--- config.mk ---
export PLATFORM = sky130hd
export DESIGN_NAME = prime_sum_up_to_limit
export DESIGN_NICKNAME = d
export VERILOG_FILES = /design/src/design/pstu_pkg.sv /design/src/design/pstu_div.sv /design/src/design/pstu_ptab.sv /design/src/design/prime_sum_up_to_limit.sv
export SDC_FILE = /design/constraint.sdc
export NUM_CORES = 2
export LEC_CHECK = 0
export ABC_AREA = 0
export BUFFER_PORTS_ARGS = -buffer_cell sky130_fd_sc_hd__buf_2
export CAP_MARGIN = 20
export CORE_ASPECT_RATIO = 0.75
export CORE_MARGIN = 2
export CORE_UTILIZATION = 57
export CTS_CLUSTER_DIAMETER = 60
export CTS_CLUSTER_SIZE = 28
export DETAILED_ROUTE_END_ITERATION = 16
export GPL_TIMING_DRIVEN = 0
export PLACE_DENSITY = 0.79
export SYNTH_ARGS = -nofsm -noshare
export SYNTH_HDL_FRONTEND = slang
export SYNTH_SLANG_ARGS = --single-unit
--- constraint.sdc ---
create_clock -name clk -period 5.9 [get_ports clk]
set_clock_uncertainty 0.1 [all_clocks]
set_input_delay 0.295 -clock clk [delete_from_list [all_inputs] [get_ports clk]]
set_output_delay 0.295 -clock clk [all_outputs]
set_load 0.1 [all_outputs]
--- src/design/pstu_pkg.sv ---
package pstu_pkg;

	// Widths of the limit and of the sum
	localparam int LIMIT_BITS = 16;
	localparam int SUM_BITS = 28;

	// Primes that can serve as trial divisors fit in half the limit width
	localparam int HALF_BITS = (LIMIT_BITS + 1) / 2;
	localparam int SQ_BITS = 2 * HALF_BITS;

	// Primes below 2^HALF_BITS never number more than 2^(HALF_BITS-1)
	localparam int PTAB_ADDR_BITS = HALF_BITS - 1;
	localparam int PTAB_DEPTH = 1 << PTAB_ADDR_BITS;

	// Divider step counter
	localparam int STEP_BITS = $clog2(LIMIT_BITS);

	typedef enum logic [2:0] {
		ST_IDLE,
		ST_CAND,
		ST_TEST,
		ST_CHECK,
		ST_DIV,
		ST_PRIME,
		ST_NEXT,
		ST_FINISH
	} pstu_state_t;

	typedef struct packed {
		logic                  start;
		logic [LIMIT_BITS-1:0] dividend;
		logic [HALF_BITS-1:0]  divisor;
	} pstu_div_req_t;

	typedef struct packed {
		logic busy;
		logic done;
		logic rem_zero;
	} pstu_div_sts_t;

	typedef struct packed {
		logic                 we;
		logic [HALF_BITS-1:0] data;
	} pstu_ptab_wr_t;

endpackage

--- src/design/pstu_div.sv ---
module pstu_div (
	input  logic                   clk,
	input  logic                   arst_n,
	input  pstu_pkg::pstu_div_req_t req,
	output pstu_pkg::pstu_div_sts_t sts
);

	logic                            busy_q;
	logic [pstu_pkg::STEP_BITS-1:0]  cnt_q;
	logic [pstu_pkg::LIMIT_BITS-1:0] dvd_q;
	logic [pstu_pkg::HALF_BITS-1:0]  dvs_q;
	logic [pstu_pkg::HALF_BITS-1:0]  rem_q;

	logic [pstu_pkg::HALF_BITS:0]    trial;
	logic [pstu_pkg::HALF_BITS:0]    diff;
	logic                            ge;
	logic [pstu_pkg::HALF_BITS-1:0]  rem_next;
	logic                            last;

	// Restoring remainder step: bring down one dividend bit
	always_comb begin
		trial    = {rem_q, dvd_q[pstu_pkg::LIMIT_BITS-1]};
		ge       = trial >= {1'b0, dvs_q};
		diff     = trial - {1'b0, dvs_q};
		rem_next = ge ? diff[pstu_pkg::HALF_BITS-1:0] : trial[pstu_pkg::HALF_BITS-1:0];
		last     = cnt_q == pstu_pkg::STEP_BITS'(pstu_pkg::LIMIT_BITS - 1);
	end

	assign sts.busy     = busy_q;
	assign sts.done     = busy_q && last;
	assign sts.rem_zero = rem_next == '0;

	// Track the running division
	always_ff @(posedge clk or negedge arst_n) begin
		if (!arst_n) begin
			busy_q <= 1'b0;
			cnt_q  <= '0;
		end else if (req.start) begin
			busy_q <= 1'b1;
			cnt_q  <= '0;
		end else if (busy_q) begin
			if (last) begin
				busy_q <= 1'b0;
			end
			cnt_q <= cnt_q + pstu_pkg::STEP_BITS'(1);
		end
	end

	// Shift the dividend and update the partial remainder
	always_ff @(posedge clk) begin
		if (req.start) begin
			dvd_q <= req.dividend;
			dvs_q <= req.divisor;
			rem_q <= '0;
		end else if (busy_q) begin
			dvd_q <= {dvd_q[pstu_pkg::LIMIT_BITS-2:0], 1'b0};
			rem_q <= rem_next;
		end
	end

	a_start_idle: assert property (@(posedge clk) disable iff (!arst_n)
		req.start |-> !busy_q) else $error("divider started while busy");
	a_done_frees: assert property (@(posedge clk) disable iff (!arst_n)
		(sts.done && !req.start) |=> !busy_q) else $error("divider busy after done");
	a_cnt_idle: assert property (@(posedge clk) disable iff (!arst_n)
		$rose(busy_q) |-> cnt_q == '0) else $error("divider step count not cleared");

endmodule

--- src/design/pstu_ptab.sv ---
module pstu_ptab (
	input  logic                                clk,
	input  logic                                arst_n,
	input  logic                                clear,
	input  pstu_pkg::pstu_ptab_wr_t             wr,
	input  logic                                rd_en,
	input  logic [pstu_pkg::PTAB_ADDR_BITS-1:0] rd_addr,
	output logic [pstu_pkg::HALF_BITS-1:0]      rd_data,
	output logic [pstu_pkg::HALF_BITS-1:0]      count
);

	logic [pstu_pkg::HALF_BITS-1:0] mem [pstu_pkg::PTAB_DEPTH];
	logic [pstu_pkg::HALF_BITS-1:0] count_q;
	logic [pstu_pkg::HALF_BITS-1:0] rd_data_q;

	// Fill count: entries at or above it are stale
	always_ff @(posedge clk or negedge arst_n) begin
		if (!arst_n) begin
			count_q <= '0;
		end else if (clear) begin
			count_q <= '0;
		end else if (wr.we) begin
			count_q <= count_q + pstu_pkg::HALF_BITS'(1);
		end
	end

	// Append at the fill count; read data is registered
	always_ff @(posedge clk) begin
		if (wr.we) begin
			mem[count_q[pstu_pkg::PTAB_ADDR_BITS-1:0]] <= wr.data;
		end
		if (rd_en) begin
			rd_data_q <= mem[rd_addr];
		end
	end

	assign rd_data = rd_data_q;
	assign count   = count_q;

	a_no_overflow: assert property (@(posedge clk) disable iff (!arst_n)
		wr.we |-> count_q < pstu_pkg::HALF_BITS'(pstu_pkg::PTAB_DEPTH))
		else $error("prime table overflow");
	a_read_filled: assert property (@(posedge clk) disable iff (!arst_n)
		rd_en |-> {1'b0, rd_addr} < count_q) else $error("read of unfilled entry");
	a_no_overlap: assert property (@(posedge clk) disable iff (!arst_n)
		!(rd_en && wr.we)) else $error("read and write in the same cycle");

endmodule

--- src/design/prime_sum_up_to_limit.sv ---
// Sums every prime from 2 up to and including limit_value and returns one word
// per input word. Candidates are walked upward; each is tested by dividing it
// by the primes already found below 2^HALF_BITS, which sit in a small on-chip
// table, stopping once the divisor squared exceeds the candidate. A trial is a
// table read, a square compare and a division with one remainder bit per cycle.
// A candidate that outlasts the table is prime. The bit-per-cycle remainder
// unit sets the run time. The table is emptied by a fill count, so no clearing
// pass is needed. One item is worked at a time; a new word is taken once the
// previous result sits in the output register.
module prime_sum_up_to_limit (
	input  logic                            clk,
	input  logic                            arst_n,
	input  logic                            in_valid,
	output logic                            in_ready,
	input  logic [pstu_pkg::LIMIT_BITS-1:0] limit_value,
	output logic                            out_valid,
	input  logic                            out_ready,
	output logic [pstu_pkg::SUM_BITS-1:0]   prime_sum
);

	pstu_pkg::pstu_state_t state_q, state_d;

	logic [pstu_pkg::LIMIT_BITS-1:0] limit_q;
	logic [pstu_pkg::LIMIT_BITS:0]   n_q;
	logic [pstu_pkg::HALF_BITS-1:0]  idx_q;
	logic [pstu_pkg::SUM_BITS-1:0]   sum_q;
	logic                            out_valid_q;
	logic [pstu_pkg::SUM_BITS-1:0]   prime_sum_q;

	pstu_pkg::pstu_div_req_t div_req;
	pstu_pkg::pstu_div_sts_t div_sts;
	pstu_pkg::pstu_ptab_wr_t ptab_wr;
	logic                    ptab_clear;
	logic                    ptab_rd_en;
	logic [pstu_pkg::HALF_BITS-1:0] ptab_rd_data;
	logic [pstu_pkg::HALF_BITS-1:0] ptab_count;

	logic                          accept;
	logic                          past_limit;
	logic                          table_done;
	logic [pstu_pkg::SQ_BITS-1:0]  sq;
	logic                          sq_gt_n;
	logic                          small_cand;
	logic                          out_free;

	pstu_ptab u_ptab (
		.clk     (clk),
		.arst_n  (arst_n),
		.clear   (ptab_clear),
		.wr      (ptab_wr),
		.rd_en   (ptab_rd_en),
		.rd_addr (idx_q[pstu_pkg::PTAB_ADDR_BITS-1:0]),
		.rd_data (ptab_rd_data),
		.count   (ptab_count)
	);

	pstu_div u_div (
		.clk    (clk),
		.arst_n (arst_n),
		.req    (div_req),
		.sts    (div_sts)
	);

	// Decisions on the current candidate
	always_comb begin
		accept     = in_valid && in_ready;
		past_limit = n_q > {1'b0, limit_q};
		table_done = idx_q == ptab_count;
		sq         = pstu_pkg::SQ_BITS'(ptab_rd_data) * pstu_pkg::SQ_BITS'(ptab_rd_data);
		sq_gt_n    = {1'b0, sq} > (pstu_pkg::SQ_BITS + 1)'(n_q);
		small_cand = n_q[pstu_pkg::LIMIT_BITS:pstu_pkg::HALF_BITS] == '0;
		out_free   = !out_valid_q || out_ready;
	end

	// Next state
	always_comb begin
		state_d = state_q;
		case (state_q)
			pstu_pkg::ST_IDLE: begin
				if (accept) state_d = pstu_pkg::ST_CAND;
			end
			pstu_pkg::ST_CAND: begin
				state_d = past_limit ? pstu_pkg::ST_FINISH : pstu_pkg::ST_TEST;
			end
			pstu_pkg::ST_TEST: begin
				state_d = table_done ? pstu_pkg::ST_PRIME : pstu_pkg::ST_CHECK;
			end
			pstu_pkg::ST_CHECK: begin
				state_d = sq_gt_n ? pstu_pkg::ST_PRIME : pstu_pkg::ST_DIV;
			end
			pstu_pkg::ST_DIV: begin
				if (div_sts.done) begin
					state_d = div_sts.rem_zero ? pstu_pkg::ST_NEXT : pstu_pkg::ST_TEST;
				end
			end
			pstu_pkg::ST_PRIME:  state_d = pstu_pkg::ST_NEXT;
			pstu_pkg::ST_NEXT:   state_d = pstu_pkg::ST_CAND;
			pstu_pkg::ST_FINISH: begin
				if (out_free) state_d = pstu_pkg::ST_IDLE;
			end
			default: state_d = pstu_pkg::ST_IDLE;
		endcase
	end

	// Control outputs per state; table read and write never share a cycle
	always_comb begin
		in_ready         = 1'b0;
		ptab_clear       = 1'b0;
		ptab_rd_en       = 1'b0;
		ptab_wr.we       = 1'b0;
		ptab_wr.data     = n_q[pstu_pkg::HALF_BITS-1:0];
		div_req.start    = 1'b0;
		div_req.dividend = n_q[pstu_pkg::LIMIT_BITS-1:0];
		div_req.divisor  = ptab_rd_data;
		case (state_q)
			pstu_pkg::ST_IDLE: begin
				in_ready   = 1'b1;
				ptab_clear = in_valid;
			end
			pstu_pkg::ST_TEST:  ptab_rd_en = !table_done;
			pstu_pkg::ST_CHECK: div_req.start = !sq_gt_n;
			pstu_pkg::ST_PRIME: ptab_wr.we = small_cand;
			default: ;
		endcase
	end

	always_ff @(posedge clk or negedge arst_n) begin
		if (!arst_n) begin
			state_q     <= pstu_pkg::ST_IDLE;
			out_valid_q <= 1'b0;
		end else begin
			state_q <= state_d;
			if (state_q == pstu_pkg::ST_FINISH && out_free) begin
				out_valid_q <= 1'b1;
			end else if (out_ready) begin
				out_valid_q <= 1'b0;
			end
		end
	end

	// Datapath: capture limit, walk candidates, accumulate, load result word
	always_ff @(posedge clk) begin
		case (state_q)
			pstu_pkg::ST_IDLE: begin
				limit_q <= limit_value;
				n_q     <= (pstu_pkg::LIMIT_BITS + 1)'(2);
				sum_q   <= '0;
			end
			pstu_pkg::ST_CAND: idx_q <= '0;
			pstu_pkg::ST_DIV: begin
				if (div_sts.done) idx_q <= idx_q + pstu_pkg::HALF_BITS'(1);
			end
			pstu_pkg::ST_PRIME: sum_q <= sum_q + pstu_pkg::SUM_BITS'(n_q);
			pstu_pkg::ST_NEXT:  n_q <= n_q + (pstu_pkg::LIMIT_BITS + 1)'(1);
			pstu_pkg::ST_FINISH: begin
				if (out_free) prime_sum_q <= sum_q;
			end
			default: ;
		endcase
	end

	assign out_valid = out_valid_q;
	assign prime_sum = prime_sum_q;

	a_accept_starts: assert property (@(posedge clk) disable iff (!arst_n)
		accept |=> state_q == pstu_pkg::ST_CAND) else $error("accepted word not started");
	a_div_wait: assert property (@(posedge clk) disable iff (!arst_n)
		state_q == pstu_pkg::ST_DIV |-> div_sts.busy) else $error("waiting on idle divider");
	a_check_filled: assert property (@(posedge clk) disable iff (!arst_n)
		state_q == pstu_pkg::ST_CHECK |-> idx_q < ptab_count)
		else $error("trial past table fill");
	a_store_small: assert property (@(posedge clk) disable iff (!arst_n)
		ptab_wr.we |-> n_q < (pstu_pkg::LIMIT_BITS + 1)'(1 << pstu_pkg::HALF_BITS))
		else $error("stored prime too wide");

endmodule

* After elaboration in Yosys (flattened, before gate mapping)
Memory sizes are Yosys's and may differ from the RTL's. A register that Yosys moved wholly into a read port is not among the register bits. Cells that the tools add are included.
Word-level totals: memory bits (writable) 1024, flip-flop bits (word level) 146, logic and storage cells 86, bits of input ports 20, memories 1, output and inout bits 30
Memories:
- u_ptab.mem | depth 128, width 8, read ports 1, clocked after Yosys merged registers in 1, write ports 1, RTL line pstu_ptab.sv:12 | logic [pstu_pkg::HALF_BITS-1:0] mem [pstu_pkg::PTAB_DEPTH];
Cells by class: reduce and logical (&&, ||, !) cells 19, multiplexer cells 31, $add $sub $neg 6, eq/ne operators 12, multiply operators 1, magnitude comparators 3
Operators by type and width (number):
- $pmux 28 s2 | 1
- $pmux 17 s2 | 1
- $mux 16 | 2
- $mux 8 | 4
- $add 28x17->28 | 1
- $pmux 3 s8 | 1
- $mux 3 | 6
- $add 17x1->17 const B | 1
- $gt 16x17->1 | 1
- $gt 17x16->1 | 1
- $add 8x1->8 const B | 2
- $mul 8x8->16 | 1
- $pmux 8 s2 | 1
- $mux 1 | 13
- $eq 3x3->1 const B | 4
- $reduce_bool 2->1 | 6
- $ge 9x8->1 | 1
- $logic_not 9->1 | 1
- $eq 8x8->1 | 1
- $logic_not 8->1 | 1
- $mux 4 | 2
- $sub 8x8->8 | 1
- $eq 3x2->1 const B | 2
- $ne 2x2->1 const B | 3
- 9 further kinds | 14

* Logic depth before layout (Yosys ltp)
depth after elaboration 6, mapped depth 26, mapped depth without buffers 25

* Modules after synthesis
A second synthesis with hierarchy kept.
Unflattened totals: cells, all modules 2559, area, all modules 49466.2 µm²
By module, submodules not included:
- pstu_ptab | times used 1, cells an instance 1675, area an instance 40132.2 µm², sequential area each 31189.9 µm²
- prime_sum_up_to_limit | times used 1, cells an instance 711, area an instance 7337.0 µm², sequential area each 3012.9 µm²
- pstu_div | times used 1, cells an instance 173, area an instance 1996.9 µm², sequential area each 1006.0 µm²

* Least setup slack after synthesis
OpenSTA, ideal clock, no wires.
kind reg-to-reg, start point register u_ptab.rd_data_q, in the netlist u_ptab.rd_data[5], read port of u_ptab.mem, end point register u_div.dvd_q[0] (netlist name), enable pin, setup slack -249 ps, clock period less this slack 6149 ps, library setup time 375 ps, buffers on the path 1, arrival 5674 ps, cell stages (with the launch flop) 23, required time 5425 ps, cell sequence edfxtp_1 inv_1 nor2_1 fa_1 fa_1 inv_1 fa_1 fa_1 inv_1 ha_1 o21a_1 o21ai_0 o311ai_0 o41ai_1 xnor2_1 ha_1 nand4b_1 nor3_1 a32o_1 o21ai_2 nand3_2 buf_4 nand2b_1
On the way: longest elaborated chain between the ends 5
RTL lines:
- from (decl) | RTL line pstu_ptab.sv:14 | logic [pstu_pkg::HALF_BITS-1:0] rd_data_q;
- $mul 8x8->16 | RTL line prime_sum_up_to_limit.sv:69 | sq = pstu_pkg::SQ_BITS'(ptab_rd_data) * pstu_pkg::SQ_BITS'(ptab_rd_data);
- $gt 16x17->1 | RTL line prime_sum_up_to_limit.sv:70 | sq_gt_n = {1'b0, sq} > (pstu_pkg::SQ_BITS + 1)'(n_q);
- $logic_not 1->1 | RTL line prime_sum_up_to_limit.sv:121 | pstu_pkg::ST_CHECK: div_req.start = !sq_gt_n;
- $mux 1 | RTL line prime_sum_up_to_limit.sv:115 | case (state_q)
- $reduce_bool 2->1 (no source line)
- to (signal assigned) | RTL line pstu_div.sv:52 | dvd_q <= req.dividend;
- to (signal assigned) | RTL line pstu_div.sv:56 | dvd_q <= {dvd_q[pstu_pkg::LIMIT_BITS-2:0], 1'b0};
- to (decl) | RTL line pstu_div.sv:10 | logic [pstu_pkg::LIMIT_BITS-1:0] dvd_q;
Every way passes these cells. A chain may end at the register's enable or synchronous reset.

* Final worst setup path
start point register u_ptab.rd_data_q, in the netlist u_ptab.rd_data[1], read port of u_ptab.mem, end point register u_div.dvd_q[14] (netlist name) (data pin)
On the way: longest elaborated chain between the ends 5
RTL lines:
- $mul 8x8->16 | RTL line prime_sum_up_to_limit.sv:69
- $gt 16x17->1 | RTL line prime_sum_up_to_limit.sv:70
- $logic_not 1->1 | RTL line prime_sum_up_to_limit.sv:121
- $mux 1 | RTL line prime_sum_up_to_limit.sv:115
- $mux 16 | RTL line pstu_div.sv:51 | if (req.start) begin
Every way passes these cells.

==> flow_summary.toml <==
[clocking]
clkLatencyLatePin_ns = 0.69
tritoncts = "built"
cts.htree.levels = 2
cts.clk_slew.worst_paths_ns = 0.10
cts_buffers = 54
clock-root-buffer = "clkbuf_16"
clock-sinks = 1178
ctsLongestPathBuffers = 3

[global_routing]
grt_pass1_vias = 28000
antenna_found_initial = 3
grt_pass1_wl_um = 198000
grt_use_total_pct = 31.0
grt_max_degree = 37
grt-ovfl-total = 0

[timing]
period_needed_ns = 6.12
rsz0062_at_grt = "yes"
worst_pin_slew_ns = 1.42
setup_viol = 50
fin_tns_setup_ns = -7.12
whs_ns = 0.215
slew_headroom_pct = 5.15
setup_ws_ns = -0.221
finalCritPeriodShare_pct = 104
timing_hold_violations_final = 0
slew_viol_final = 0
fmax_ghz = 0.163

[power]
power_density_nw_per_um2 = 244
leakage_nw = 15.2
vdd_drop_max_uv = 242
total_power_mw = 13.5

[synthesis]
yosysSeqAreaShare_pct = 70.6
synth-seq-cells = 1178
yosysTopAreaCell = "edfxtp_1"
synthTopCellsByCount = "edfxtp_1, mux4_2, nor2_1"
yosysMostFrequentCell = "edfxtp_1"
ys_types = 71
synth_top_area_share_pct = 69.4
synth.area.top_cells = "edfxtp_1, mux4_2, ha_1"
synth_edf_count = 1153
yosys_warnings = 0
synth_cells = 2805
async_flop_share_pct = 1.44
synth_fp_nets = 2942
synthFlopType = "edfxtp_1"
syn-cell-area_um2 = 49900
avgSynthCellArea_um2 = 17.8

[route]
routed_wl_um = 140000
vias_per_cell = 6.97
first_pass_iters = 7
vias = 29300
drt-initial-drc-count = 5330
ant_nets = 0
wire_per_inst_um = 33.3
drc = 0

[floorplanning]
coreArea_um2 = 86300
io-pin-count = 50
die_w_um = 346
fp.dieArea_um2 = 90000
die_height_um = 260
num_rows = 93
start_util_pct = 57.8

[final_layout]
stdcell_area_um2 = 55500
final_nets = 3168
area_growth_pct = 11.2
fin_util_pct = 64.3
drive_gt1_share_pct = 20.4
final_cell_count_no_fill = 4203

[placement]
hpwl_um = 97300
dpl.cell_count = 4041
io_buffers = 49
dpl_cell_area_um2 = 52800
dp_slack_ns = -0.973
gp_congestion = 0.977

[worst_setup_path]
worst_setup_path_end_kind = "flop"
startpoint_type = "flop"
setup.worst_path.class = "reg -> reg"
crit_arrival_ns = 6.46
cp_max_fo = 6
cp.required_ns = 6.24

[status]
violations = "setup timing"
status = "finished, violations left"

[job]
maxCapViolations = 0

[min_path]
hold_path_class = "in -> reg"
[layout by cell type (no fill, tap or decap), types with 9 or more instances in the layout]
cell type / count
a211oi_1: 19
a21o_1: 17
a21oi_1: 55
a221oi_1: 11
a22oi_1: 59
a31oi_1: 9
and2_1: 24
and3_1: 12
buf_1: 9
buf_16: 41
buf_2: 85
buf_4: 59
buf_6: 19
buf_8: 10
clkbuf_1: 48
clkbuf_16: 55
dfrtp_1: 17
dlygate4sd3_1: 20
edfxtp_1: 1153
fa_1: 25
ha_1: 83
inv_1: 91
mux2_2: 17
mux2i_1: 79
mux4_2: 238
nand2_1: 81
nand2b_1: 27
nand3_1: 51
nand4_1: 15
nor2_1: 220
nor2b_1: 39
nor3_1: 39
o211ai_1: 15
o21a_1: 16
o21ai_0: 35
or2_2: 10
xnor2_1: 36
xor2_1: 23
[routing by layer]
layer	vias up	wire [µm]	track usage [%]
met5	-	102	0
met4	2	5060	10.1
met3	312	22300	11.3
met2	2423	60700	44.8
met1	15000	51900	44.2
li1	11600	-	-
[power breakdown]
group | leakage, nW | total, mW | switching (mW) | internal, mW
logic | 6.79 | 0.0197 | 0.00658 | 0.0131
clock network | 0.828 | 4.49 | 2.64 | 1.85
registers | 7.58 | 9.03 | 0.0000000000000000314 | 9.03
total | 15.2 | 13.5 | 2.64 | 10.9
[area by class of cell]
cell class	instances	area [µm²]
Clock inverter	28	320
Buffer	125	703
Clock buffer	56	1380
Timing Repair Buffer	169	2130
Tap cell	1140	1430
Sequential cell	1178	35200
Antenna cell	4	10.0
Multi-Input combinational cell	1402	13900
Fill cell	5648	30800
Inverter	101	389
[kinds of logic after synthesis]
kind of cell / count (synthesis) / share of synthesized area [%]
xor gates and xnor gates: 61 / 1.07
adders and majority gates: 117 / 3.34
buffers and inverters: 226 / 2.12
DFF: 1178 / 70.6
AOI/OAI and AO/OA: 301 / 4.20
muxes: 343 / 13.2
and+or+nand+nor: 579 / 5.56
[repair_timing]
item                                   in CTS  in global routing
cloned                                      1                  1
gates resized for setup                    58                 28
hold buffers                               20                  0
setup buffers                              33                 12
setup endpoints to repair                  54                 54
endpoints found under the hold margin      41                  0
pin swaps                                  29                 12
[critical path: stages, from the launching register on]
cell      delay, ns
edfxtp_1       0.57
and2_4         0.23
fa_2           0.59
xor2_2         0.20
xnor2_2        0.15
fa_1           0.47
fa_1           0.55
ha_4           0.21
o21a_1         0.09
o31a_1         0.11
o31a_1         0.34
o21bai_4       0.18
nand2_1        0.09
o311ai_2       0.25
ha_1           0.29
nand4b_1       0.20
nor2_2         0.09
a32o_2         0.25
o21ai_4        0.23
nand3_4        0.16
buf_8          0.21
mux2_4         0.30
[registers in the layout, summed over array words and instances (netlist names), 16 cells and up]
name and flops:
u_ptab.mem 1024, prime_sum 28, sum_q 28, n_q 17, limit_q 16, u_div.dvd_q 16
[final timing paths]
kind,start,end,slack (ns),cells past startpoint
max,u_ptab.rd_data[1],u_div.dvd_q[14],-0.22,21
min,limit_value[14],limit_q[14],0.21,2
max reg2reg,u_ptab.rd_data[1],u_div.dvd_q[14],-0.22,21
min reg2reg,sum_q[9],prime_sum[9],0.37,0
max in group asynchronous,arst_n,state_q[0],4.48,3
min in group asynchronous,arst_n,u_div.busy_q,0.68,3
No activity file was read; power rests on OpenSTA's default activity.
